**src/hdl/rau_pkg.sv**
```systemverilog
// ----------------------------------------------------------------------------
// rau_pkg
// Shared types and codes for the rational arithmetic unit: opcodes, status
// codes, sequencer states and the divider status group.
// ----------------------------------------------------------------------------
package rau_pkg;

    // port width of every operand and result field
    localparam int DATA_W = 32;

    // default operand width handed to the core
    localparam int OPERAND_WIDTH_DFLT = 32;

    typedef enum logic [1:0] {
        OP_ADD = 2'd0,
        OP_SUB = 2'd1,
        OP_MUL = 2'd2,
        OP_DIV = 2'd3
    } t_op;

    typedef enum logic [1:0] {
        ST_OK   = 2'd0,
        ST_ZERO = 2'd1,
        ST_OVF  = 2'd2
    } t_status;

    typedef enum logic [3:0] {
        S_IDLE,
        S_MUL0,
        S_MUL1,
        S_MUL2,
        S_MUL3,
        S_SUM,
        S_ZCHK,
        S_TWO,
        S_STRU,
        S_STRV,
        S_SUB,
        S_DN0,
        S_DN1,
        S_DD0,
        S_DD1,
        S_FIN
    } t_state;

    typedef struct packed {
        logic busy;
        logic done;
    } t_div_stat;

endpackage

```
**src/hdl/rau_mul.sv**
```systemverilog
// ----------------------------------------------------------------------------
// rau_mul
// Shared unsigned magnitude multiplier with a registered product.
// ----------------------------------------------------------------------------
module rau_mul #(
    parameter int W = rau_pkg::OPERAND_WIDTH_DFLT
) (
    input  logic           i_clk,
    input  logic [W-1:0]   i_a,
    input  logic [W-1:0]   i_b,
    output logic [2*W-1:0] o_p
);
    import rau_pkg::*;

    logic [2*W-1:0] r_p;

    // register the product
    always_ff @(posedge i_clk) begin
        r_p <= (2*W)'(i_a) * (2*W)'(i_b);
    end

    assign o_p = r_p;

endmodule

```
**src/hdl/rau_div.sv**
```systemverilog
// ----------------------------------------------------------------------------
// rau_div
// Restoring unsigned divider, one quotient bit per cycle. A start pulse loads
// the operands; done pulses for one cycle when the quotient is ready.
// ----------------------------------------------------------------------------
module rau_div #(
    parameter int DW = 2 * rau_pkg::OPERAND_WIDTH_DFLT
) (
    input  logic                i_clk,
    input  logic                i_rst_n,
    input  logic                i_start,
    input  logic [DW-1:0]       i_numer,
    input  logic [DW-1:0]       i_denom,
    output logic [DW-1:0]       o_quo,
    output rau_pkg::t_div_stat  o_stat
);
    import rau_pkg::*;

    localparam int CW = $clog2(DW + 1);

    logic [DW-1:0] r_rem, n_rem;
    logic [DW-1:0] r_quo, n_quo;
    logic [DW-1:0] r_den, n_den;
    logic [CW-1:0] r_cnt, n_cnt;
    logic          r_busy, n_busy;
    logic          r_done, n_done;
    logic [DW:0]   w_trial;
    logic          w_ge;

    // one restoring step
    assign w_trial = {r_rem, r_quo[DW-1]};
    assign w_ge    = (w_trial >= {1'b0, r_den});

    always_comb begin
        n_rem  = r_rem;
        n_quo  = r_quo;
        n_den  = r_den;
        n_cnt  = r_cnt;
        n_busy = r_busy;
        n_done = 1'b0;
        if (i_start) begin
            n_rem  = '0;
            n_quo  = i_numer;
            n_den  = i_denom;
            n_cnt  = CW'(DW);
            n_busy = 1'b1;
        end else if (r_busy) begin
            n_rem = w_ge ? DW'(w_trial - {1'b0, r_den}) : w_trial[DW-1:0];
            n_quo = {r_quo[DW-2:0], w_ge};
            n_cnt = r_cnt - CW'(1);
            if (r_cnt == CW'(1)) begin
                n_busy = 1'b0;
                n_done = 1'b1;
            end
        end
    end

    // hold control under reset, advance the datapath
    always_ff @(posedge i_clk) begin
        if (!i_rst_n) begin
            r_busy <= 1'b0;
            r_done <= 1'b0;
            r_cnt  <= '0;
        end else begin
            r_busy <= n_busy;
            r_done <= n_done;
            r_cnt  <= n_cnt;
        end
        r_rem <= n_rem;
        r_quo <= n_quo;
        r_den <= n_den;
    end

    assign o_quo       = r_quo;
    assign o_stat.busy = r_busy;
    assign o_stat.done = r_done;

endmodule

```
**src/hdl/rational_arith_unit_core.sv**
```systemverilog
// ----------------------------------------------------------------------------
// rational_arith_unit_core
// Add, subtract, multiply or divide two signed fractions and reduce the
// result by the gcd of numerator and denominator.
// ----------------------------------------------------------------------------
// Usage:
//   Input channel: i_valid / o_stall carry an opcode and two fractions. A word
//   is taken when i_valid is high and o_stall is low; o_stall is high from
//   acceptance until the result has been written to the output register.
//   Output channel: o_valid / i_stall carry the reduced fraction and a status.
//   The output register frees the input side: a new word may be taken while
//   the previous result still waits.
//   Sequence: the cross products go through one shared multiplier, then add
//   and subtract form the sum and the numerator is tested for zero. The gcd
//   runs a binary shift-and-subtract loop, one step per cycle, for a data
//   dependent number of steps. The two quotients share one divider, and a
//   final state writes the result. A zero numerator skips the gcd and the
//   division; an error goes straight to the final state. One word is in
//   flight at a time, so the next word can be taken in the cycle after the
//   result is written.
//   Reset (synchronous, active low) returns the sequencer to idle and drops
//   any pending result. If the receiver stalls, the finished result is held
//   and the sequencer waits in its final state until the register frees.
// ----------------------------------------------------------------------------
module rational_arith_unit_core #(
    parameter int OPERAND_WIDTH = rau_pkg::OPERAND_WIDTH_DFLT
) (
    input  logic                             i_clk,
    input  logic                             i_rst_n,
    input  logic                             i_valid,
    output logic                             o_stall,
    input  logic [1:0]                       i_opcode,
    input  logic signed [rau_pkg::DATA_W-1:0] i_a_num,
    input  logic signed [rau_pkg::DATA_W-1:0] i_a_den,
    input  logic signed [rau_pkg::DATA_W-1:0] i_b_num,
    input  logic signed [rau_pkg::DATA_W-1:0] i_b_den,
    output logic                             o_valid,
    input  logic                             i_stall,
    output logic signed [rau_pkg::DATA_W-1:0] o_result_num,
    output logic signed [rau_pkg::DATA_W-1:0] o_result_den,
    output logic [1:0]                       o_status
);
    import rau_pkg::*;

    localparam int W  = OPERAND_WIDTH;
    localparam int DW = 2 * W;
    localparam logic [DW-1:0] LIM = DW'(1) << (W - 1);

    t_state         r_state, n_state;
    t_op            r_op, n_op;
    t_status        r_status, n_status;
    logic [W-1:0]   r_an, n_an, r_ad, n_ad, r_bn, n_bn, r_bd, n_bd;
    logic           r_an_neg, n_an_neg, r_ad_neg, n_ad_neg;
    logic           r_bn_neg, n_bn_neg, r_bd_neg, n_bd_neg;
    logic           r_psign, n_psign;
    logic [DW-1:0]  r_num, n_num, r_den, n_den, r_t, n_t;
    logic           r_num_neg, n_num_neg, r_den_neg, n_den_neg, r_t_neg, n_t_neg;
    logic [DW-1:0]  r_u, n_u, r_v, n_v, r_nsh, n_nsh, r_dsh, n_dsh;
    logic           r_o_valid, n_o_valid;
    logic [DATA_W-1:0] r_res_num, n_res_num, r_res_den, n_res_den;
    t_status        r_res_st, n_res_st;

    logic [W-1:0]   w_an_raw, w_ad_raw, w_bn_raw, w_bd_raw;
    logic [W-1:0]   w_mx, w_my;
    logic [DW-1:0]  w_prod;
    logic           w_pneg;
    logic           w_div_start;
    logic [DW-1:0]  w_div_numer, w_div_quo;
    t_div_stat      w_div_stat;
    logic           w_tneg;
    logic           w_accept;
    logic           w_fit_n, w_fit_d;
    logic signed [W-1:0] w_emit_n, w_emit_d;

    // operand fields at operand width
    assign w_an_raw = i_a_num[W-1:0];
    assign w_ad_raw = i_a_den[W-1:0];
    assign w_bn_raw = i_b_num[W-1:0];
    assign w_bd_raw = i_b_den[W-1:0];

    assign w_accept = i_valid && (r_state == S_IDLE);
    assign o_stall  = (r_state != S_IDLE);

    // shared multiplier and divider
    rau_mul #(.W(W)) u_mul (
        .i_clk (i_clk),
        .i_a   (w_mx),
        .i_b   (w_my),
        .o_p   (w_prod)
    );

    rau_div #(.DW(DW)) u_div (
        .i_clk   (i_clk),
        .i_rst_n (i_rst_n),
        .i_start (w_div_start),
        .i_numer (w_div_numer),
        .i_denom (r_u),
        .o_quo   (w_div_quo),
        .o_stat  (w_div_stat)
    );

    assign w_pneg      = r_psign && (w_prod != '0);
    assign w_div_start = (r_state == S_DN0) || (r_state == S_DD0);
    assign w_div_numer = (r_state == S_DD0) ? r_dsh : r_nsh;
    assign w_tneg      = (r_op == OP_SUB) ? ~r_t_neg : r_t_neg;

    // range check and two's complement form of the reduced fraction
    assign w_fit_n  = r_num_neg ? (r_num <= LIM) : (r_num < LIM);
    assign w_fit_d  = r_den_neg ? (r_den <= LIM) : (r_den < LIM);
    assign w_emit_n = r_num_neg ? W'(-r_num[W-1:0]) : r_num[W-1:0];
    assign w_emit_d = r_den_neg ? W'(-r_den[W-1:0]) : r_den[W-1:0];

    // sequencer: next state and datapath updates
    always_comb begin
        n_state   = r_state;
        n_op      = r_op;
        n_status  = r_status;
        n_an      = r_an;
        n_ad      = r_ad;
        n_bn      = r_bn;
        n_bd      = r_bd;
        n_an_neg  = r_an_neg;
        n_ad_neg  = r_ad_neg;
        n_bn_neg  = r_bn_neg;
        n_bd_neg  = r_bd_neg;
        n_psign   = r_psign;
        n_num     = r_num;
        n_den     = r_den;
        n_t       = r_t;
        n_num_neg = r_num_neg;
        n_den_neg = r_den_neg;
        n_t_neg   = r_t_neg;
        n_u       = r_u;
        n_v       = r_v;
        n_nsh     = r_nsh;
        n_dsh     = r_dsh;
        n_o_valid = r_o_valid;
        n_res_num = r_res_num;
        n_res_den = r_res_den;
        n_res_st  = r_res_st;
        w_mx      = r_ad;
        w_my      = r_bn;

        // drop the result once taken
        if (r_o_valid && !i_stall) begin
            n_o_valid = 1'b0;
        end

        unique case (r_state)
            S_IDLE: begin
                if (w_accept) begin
                    n_op     = t_op'(i_opcode);
                    n_an_neg = w_an_raw[W-1];
                    n_ad_neg = w_ad_raw[W-1];
                    n_bn_neg = w_bn_raw[W-1];
                    n_bd_neg = w_bd_raw[W-1];
                    n_an     = w_an_raw[W-1] ? W'(-w_an_raw) : w_an_raw;
                    n_ad     = w_ad_raw[W-1] ? W'(-w_ad_raw) : w_ad_raw;
                    n_bn     = w_bn_raw[W-1] ? W'(-w_bn_raw) : w_bn_raw;
                    n_bd     = w_bd_raw[W-1] ? W'(-w_bd_raw) : w_bd_raw;
                    if (w_ad_raw == '0 || w_bd_raw == '0 ||
                        (t_op'(i_opcode) == OP_DIV && w_bn_raw == '0)) begin
                        n_status = ST_ZERO;
                        n_state  = S_FIN;
                    end else begin
                        n_status = ST_OK;
                        n_state  = S_MUL0;
                    end
                end
            end
            S_MUL0: begin
                w_mx    = r_an;
                w_my    = (r_op == OP_MUL) ? r_bn : r_bd;
                n_psign = r_an_neg ^ ((r_op == OP_MUL) ? r_bn_neg : r_bd_neg);
                n_state = S_MUL1;
            end
            S_MUL1: begin
                w_mx      = r_ad;
                w_my      = (r_op == OP_DIV) ? r_bn : r_bd;
                n_psign   = r_ad_neg ^ ((r_op == OP_DIV) ? r_bn_neg : r_bd_neg);
                n_num     = w_prod;
                n_num_neg = w_pneg;
                n_state   = S_MUL2;
            end
            S_MUL2: begin
                w_mx      = r_ad;
                w_my      = r_bn;
                n_psign   = r_ad_neg ^ r_bn_neg;
                n_den     = w_prod;
                n_den_neg = w_pneg;
                n_state   = S_MUL3;
            end
            S_MUL3: begin
                n_t     = w_prod;
                n_t_neg = w_pneg;
                n_state = S_SUM;
            end
            S_SUM: begin
                // signed-magnitude sum for add and subtract
                if (r_op == OP_ADD || r_op == OP_SUB) begin
                    if (r_num_neg == w_tneg) begin
                        n_num = r_num + r_t;
                    end else if (r_num >= r_t) begin
                        n_num = r_num - r_t;
                    end else begin
                        n_num     = r_t - r_num;
                        n_num_neg = w_tneg;
                    end
                end
                n_state = S_ZCHK;
            end
            S_ZCHK: begin
                if (r_num == '0) begin
                    n_num_neg = 1'b0;
                    n_den     = DW'(1);
                    n_state   = S_FIN;
                end else begin
                    n_u     = r_num;
                    n_v     = r_den;
                    n_nsh   = r_num;
                    n_dsh   = r_den;
                    n_state = S_TWO;
                end
            end
            S_TWO: begin
                // strip common factors of two from all four values
                if (!r_u[0] && !r_v[0]) begin
                    n_u   = r_u >> 1;
                    n_v   = r_v >> 1;
                    n_nsh = r_nsh >> 1;
                    n_dsh = r_dsh >> 1;
                end else begin
                    n_state = S_STRU;
                end
            end
            S_STRU: begin
                if (!r_u[0]) begin
                    n_u = r_u >> 1;
                end else begin
                    n_state = S_STRV;
                end
            end
            S_STRV: begin
                if (!r_v[0]) begin
                    n_v = r_v >> 1;
                end else begin
                    n_state = S_SUB;
                end
            end
            S_SUB: begin
                if (r_u == r_v) begin
                    n_state = S_DN0;
                end else if (r_u > r_v) begin
                    n_u     = r_u - r_v;
                    n_state = S_STRU;
                end else begin
                    n_v     = r_v - r_u;
                    n_state = S_STRV;
                end
            end
            S_DN0: begin
                n_state = S_DN1;
            end
            S_DN1: begin
                if (w_div_stat.done) begin
                    n_num   = w_div_quo;
                    n_state = S_DD0;
                end
            end
            S_DD0: begin
                n_state = S_DD1;
            end
            S_DD1: begin
                if (w_div_stat.done) begin
                    n_den   = w_div_quo;
                    n_state = S_FIN;
                end
            end
            S_FIN: begin
                // write the result once the output register is free
                if (!r_o_valid || !i_stall) begin
                    n_o_valid = 1'b1;
                    if (r_status != ST_OK) begin
                        n_res_st  = r_status;
                        n_res_num = '0;
                        n_res_den = '0;
                    end else if (!w_fit_n || !w_fit_d) begin
                        n_res_st  = ST_OVF;
                        n_res_num = '0;
                        n_res_den = '0;
                    end else begin
                        n_res_st  = ST_OK;
                        n_res_num = DATA_W'(w_emit_n);
                        n_res_den = DATA_W'(w_emit_d);
                    end
                    n_state = S_IDLE;
                end
            end
            default: begin
                n_state = S_IDLE;
            end
        endcase
    end

    // state and valid under reset, datapath free running
    always_ff @(posedge i_clk) begin
        if (!i_rst_n) begin
            r_state   <= S_IDLE;
            r_o_valid <= 1'b0;
        end else begin
            r_state   <= n_state;
            r_o_valid <= n_o_valid;
        end
        r_op      <= n_op;
        r_status  <= n_status;
        r_an      <= n_an;
        r_ad      <= n_ad;
        r_bn      <= n_bn;
        r_bd      <= n_bd;
        r_an_neg  <= n_an_neg;
        r_ad_neg  <= n_ad_neg;
        r_bn_neg  <= n_bn_neg;
        r_bd_neg  <= n_bd_neg;
        r_psign   <= n_psign;
        r_num     <= n_num;
        r_den     <= n_den;
        r_t       <= n_t;
        r_num_neg <= n_num_neg;
        r_den_neg <= n_den_neg;
        r_t_neg   <= n_t_neg;
        r_u       <= n_u;
        r_v       <= n_v;
        r_nsh     <= n_nsh;
        r_dsh     <= n_dsh;
        r_res_num <= n_res_num;
        r_res_den <= n_res_den;
        r_res_st  <= n_res_st;
    end

    assign o_valid      = r_o_valid;
    assign o_result_num = r_res_num;
    assign o_result_den = r_res_den;
    assign o_status     = r_res_st;

    // a failed result carries a zero fraction
    a_err_zero: assert property (@(posedge i_clk) disable iff (!i_rst_n)
        (r_o_valid && r_res_st != ST_OK) |-> (r_res_num == '0 && r_res_den == '0))
        else $error("error result with nonzero fraction");

    // a good result never has a zero denominator
    a_ok_den: assert property (@(posedge i_clk) disable iff (!i_rst_n)
        (r_o_valid && r_res_st == ST_OK) |-> (r_res_den != '0))
        else $error("ok result with zero denominator");

    // divider is only started when idle
    a_div_start: assert property (@(posedge i_clk) disable iff (!i_rst_n)
        w_div_start |-> !w_div_stat.busy)
        else $error("divider restarted while busy");

    // divider completion only seen while waiting for it
    a_div_done: assert property (@(posedge i_clk) disable iff (!i_rst_n)
        w_div_stat.done |-> (r_state == S_DN1 || r_state == S_DD1))
        else $error("divider done outside wait state");

endmodule

```
**config.mk**
```make
export PLATFORM = sky130hd
export DESIGN_NAME = rational_arith_unit_core
export DESIGN_NICKNAME = d
export VERILOG_FILES = /design/src/hdl/rau_pkg.sv /design/src/hdl/rau_mul.sv /design/src/hdl/rau_div.sv /design/src/hdl/rational_arith_unit_core.sv
export SDC_FILE = /design/constraint.sdc
export NUM_CORES = 2
export LEC_CHECK = 0
export ABC_AREA = 1
export BUFFER_PORTS_ARGS = -buffer_cell sky130_fd_sc_hd__clkbuf_2
export CORE_ASPECT_RATIO = 0.9
export CORE_MARGIN = 2
export CORE_UTILIZATION = 45
export CTS_CLUSTER_DIAMETER = 60
export DETAILED_ROUTE_END_ITERATION = 10
export PLACE_DENSITY = 0.59
export SKIP_LAST_GASP = 1
export SYNTH_ARGS = -nofsm -noshare
export SYNTH_HDL_FRONTEND = slang
export SYNTH_SLANG_ARGS = --single-unit
```
**constraint.sdc**
```tcl
create_clock -name i_clk -period 15.5 [get_ports i_clk]
set_clock_uncertainty 0.05 [all_clocks]
set_input_delay 0 -clock i_clk [delete_from_list [all_inputs] [get_ports i_clk]]
set_output_delay 0 -clock i_clk [all_outputs]
set_load 0.02 [all_outputs]
```
==> impl_metrics.py <==
metrics = {
    "global_route": {
        "grt_pass1_wl_um": 666000,
        "groute.usage.overall_pct": 38.3,
        "first_global_vias": 96216,
        "globalRouteOverflowTotal": 0,
        "antenna_found_initial": 19,
        "grt_max_degree": 133,
    },
    "drt": {
        "drt_first_pass_iters": 8,
        "vias_per_cell": 5.62,
        "routed-wl-met3_um": 48200,
        "ant_nets": 0,
        "vias": 100541,
        "top_layer": "met5",
        "wirelength_um": 463000,
        "wl_met1_um": 189000,
        "routedWlPerCell_um": 25.9,
        "drc": 0,
        "met2_wirelength_um": 194000,
        "drtIter0Drc": 12090,
    },
    "synth": {
        "synth_area_leaders": "edfxtp_1 (22%), fa_1 (17%), nand2_1 (13%)",
        "ys.flop_type": "edfxtp_1",
        "synth_cell_types": 62,
        "ys_ff_latch": 923,
        "synth_area_mm2": 0.105,
        "syn_area_per_cell_um2": 7.27,
        "seq_area_frac_synth_pct": 25.0,
        "yosys_warnings": 0,
        "yosys.area.top_type": "edfxtp_1",
        "synth_edf_count": 781,
        "synth_top_area_share_pct": 22.3,
        "synth_nets": 16160,
        "synthArstFlopShare_pct": 0,
        "postSynthCellCount": 14471,
    },
    "clock_tree": {
        "htreeDepth": 3,
        "clock-sinks": 923,
        "clk_pin_slew_ps": 70,
        "clock_latency_ps": 870,
        "cts-resized-gates": 0,
        "numCtsBuffers": 120,
        "cts_root_buffer": "clkbuf_16",
        "cts_tree": "yes",
        "clk_path_buf_depth": 3,
    },
    "sta": {
        "max_slew_margin_pct": 0.357,
        "slew_violations": 0,
        "fin_crit_ps": 11090,
        "hold-worst-slack_ps": 50.0,
        "hold_viol_final": 0,
        "grt_setup_unrepaired": "false",
        "finalCritPeriodShare_pct": 71.6,
        "setup_viol": 0,
        "clock.fmax_mhz": 90.1,
        "tightest_slew_ps": 1490,
        "tns_ps": 0,
    },
    "setup_path": {
        "path_class": "reg -> reg",
        "rrSetupSlack_ps": 4410,
        "r2r_cells": 31,
        "cp_slowest_stage_delay_ps": 1110,
        "crit_slowest_cell": "inv_1",
        "start_kind": "flop",
        "rr_startpoint": "r_state[1]",
        "required_ps": 16160,
        "r2r-end": "u_mul.o_p[52]",
        "crit_top_cell": "fa_1",
        "cp-end-kind": "flop",
        "cp_data_arrival_time_ps": 11760,
        "crit_fanout": 36,
    },
    "min_path": {
        "min_to": "o_valid",
        "holdPathStages": 4,
        "min_from": "i_stall",
        "hp-class": "in -> reg",
    },
    "cells_and_area": {
        "drive_gt1_share_pct": 4.83,
        "fill_cells": 23396,
        "nNetsFinal": 16400,
        "area_growth_pct": 10.0,
        "utilization_pct": 49.7,
    },
    "run_status": {
        "status": "finished, violations left",
        "violations": "capacitance limit",
    },
    "floorplanning": {
        "num_rows": 168,
        "die_w_um": 514,
        "die_area_mm2": 0.238,
        "initial_core_util_pct": 45.2,
        "io_pins": 202,
        "die_h_um": 463,
        "core_area_mm2": 0.233,
    },
    "job": {
        "cap_violations": 1,
    },
    "place": {
        "place_hpwl_um": 375000,
        "place_congestion": 1.09,
        "io_buffers": 201,
    },
}
[worst max-delay path, delay by kind of cell (launching register included)]
family / cells / cell delay, ps
adder cells (fa/ha/maj): 9 / 4500
XOR/XNOR: 1 / 140
AND/OR/NAND/NOR: 12 / 3480
AO/OA/AOI/OAI: 1 / 140
buffers and inverters: 8 / 2130
flip-flops: 1 / 460
[sequential cells by signal (all words and copies together), names as in the netlist, 4 cells and up]
name and flops:
o_result_den 32, o_result_num 32, r_ad 32, r_an 32, r_bd 32, r_bn 32, r_den 64, r_dsh 64
r_nsh 64, r_num 64, r_state 4, r_t 64, r_u 64, r_v 64, u_div.o_quo 64, u_div.r_cnt 7
u_div.r_den 64, u_div.r_rem 64, u_mul.o_p 64
[area by class of cell]
class                      count  area (um2)  share of cell area, %
inverter                    2882       10800                   9.35
clock inverter                79         972                  0.840
tap                         3060        3830                   3.31
multi-input combinational  10203       66000                   57.0
sequential                   923       26300                   22.7
timing repair buffer         581        4530                   3.91
clock buffer                 149        3250                   2.81
antenna                       12        30.0                 0.0259
[logic make-up after synthesis]
family                     synth area share [%]
xor gates and xnor gates                   2.83
muxes                                    0.0107
DFF                                        25.0
buffers and inverters                      12.5
AOI/OAI and AO/OA                          10.5
and+or+nand+nor                            24.2
adders and majority gates                  24.9
[worst max-delay path by stage]
stage | startpoint | end | slack (ps) | cells after the start
global placement | r_state[1] | u_mul.o_p[52] | 4830 | 31
floorplan | r_state[1] | r_dsh[0] | 4520 | 6
global route | r_state[1] | u_mul.o_p[52] | 4250 | 31
CTS | r_state[1] | u_mul.o_p[52] | 4700 | 31
detailed placement | r_state[1] | u_mul.o_p[52] | 4710 | 31
finish | r_state[1] | u_mul.o_p[52] | 4410 | 31
[per-layer routing]
| layer | vias to the layer above | global-route usage, % |
|---|---|---|
| met5 | - | 0.725 |
| met4 | 18 | 21.9 |
| met1 | 48426 | 51.3 |
| met3 | 1000 | 8.60 |
| met2 | 5334 | 56.9 |
| li1 | 45763 | - |
[cells in the mapped netlist, drive strengths merged, types with 13 or more instances]
master  instances
nand4         115
a21oi         864
buf           283
clkbuf        180
a31oi          25
nand3b         41
o221ai         34
xor2          246
ha            653
a22oi          16
o21a           27
nand2        3563
inv          2879
nor4           56
nor2         1681
edfxtp        781
fa            902
o22ai         113
o21ai         740
a21o           31
xnor2          94
or2            26
a21boi         13
dfxtp         142
nand3         695
nor3          105
o21bai         71
o211ai         55
[layout by cell type (no fill, tap or decap), drive strengths merged, types with 71 or more instances in the layout]
cell / netlist / routed
a21oi: 864 / 864
buf: 283 / 116
clkbuf: 180 / 350
dfxtp: 142 / 142
dlygate4sd3: 0 / 264
edfxtp: 781 / 781
fa: 902 / 902
ha: 653 / 653
inv: 2879 / 2900
nand2: 3563 / 3563
nand3: 695 / 695
nand4: 115 / 115
nor2: 1681 / 1681
nor3: 105 / 105
o21ai: 740 / 740
o21bai: 71 / 71
o22ai: 113 / 113
xnor2: 94 / 94
xor2: 246 / 246
[through the flow]
stage / setup WS [ps] / std cells / area, um2
floorplan: 4520 / 14471 / 105000
global placement: 4830 / 17385 / 109000
detailed placement: 4710 / 17385 / 109000
CTS: 4700 / 17877 / 116000
global route: 4250 / 17878 / 116000
finish: 4410 / 17889 / 116000
[repair_timing]
action / in CTS / in global routing
hold buffers: 264 / 0
setup buffers: 0 / 0
endpoints found under the setup margin: 0 / 0
endpoints found under the hold margin: 215 / 0
Power is left out: the tool's default activity adds up to more than one toggle a clock period on the data nets, which glitch-free logic cannot reach.
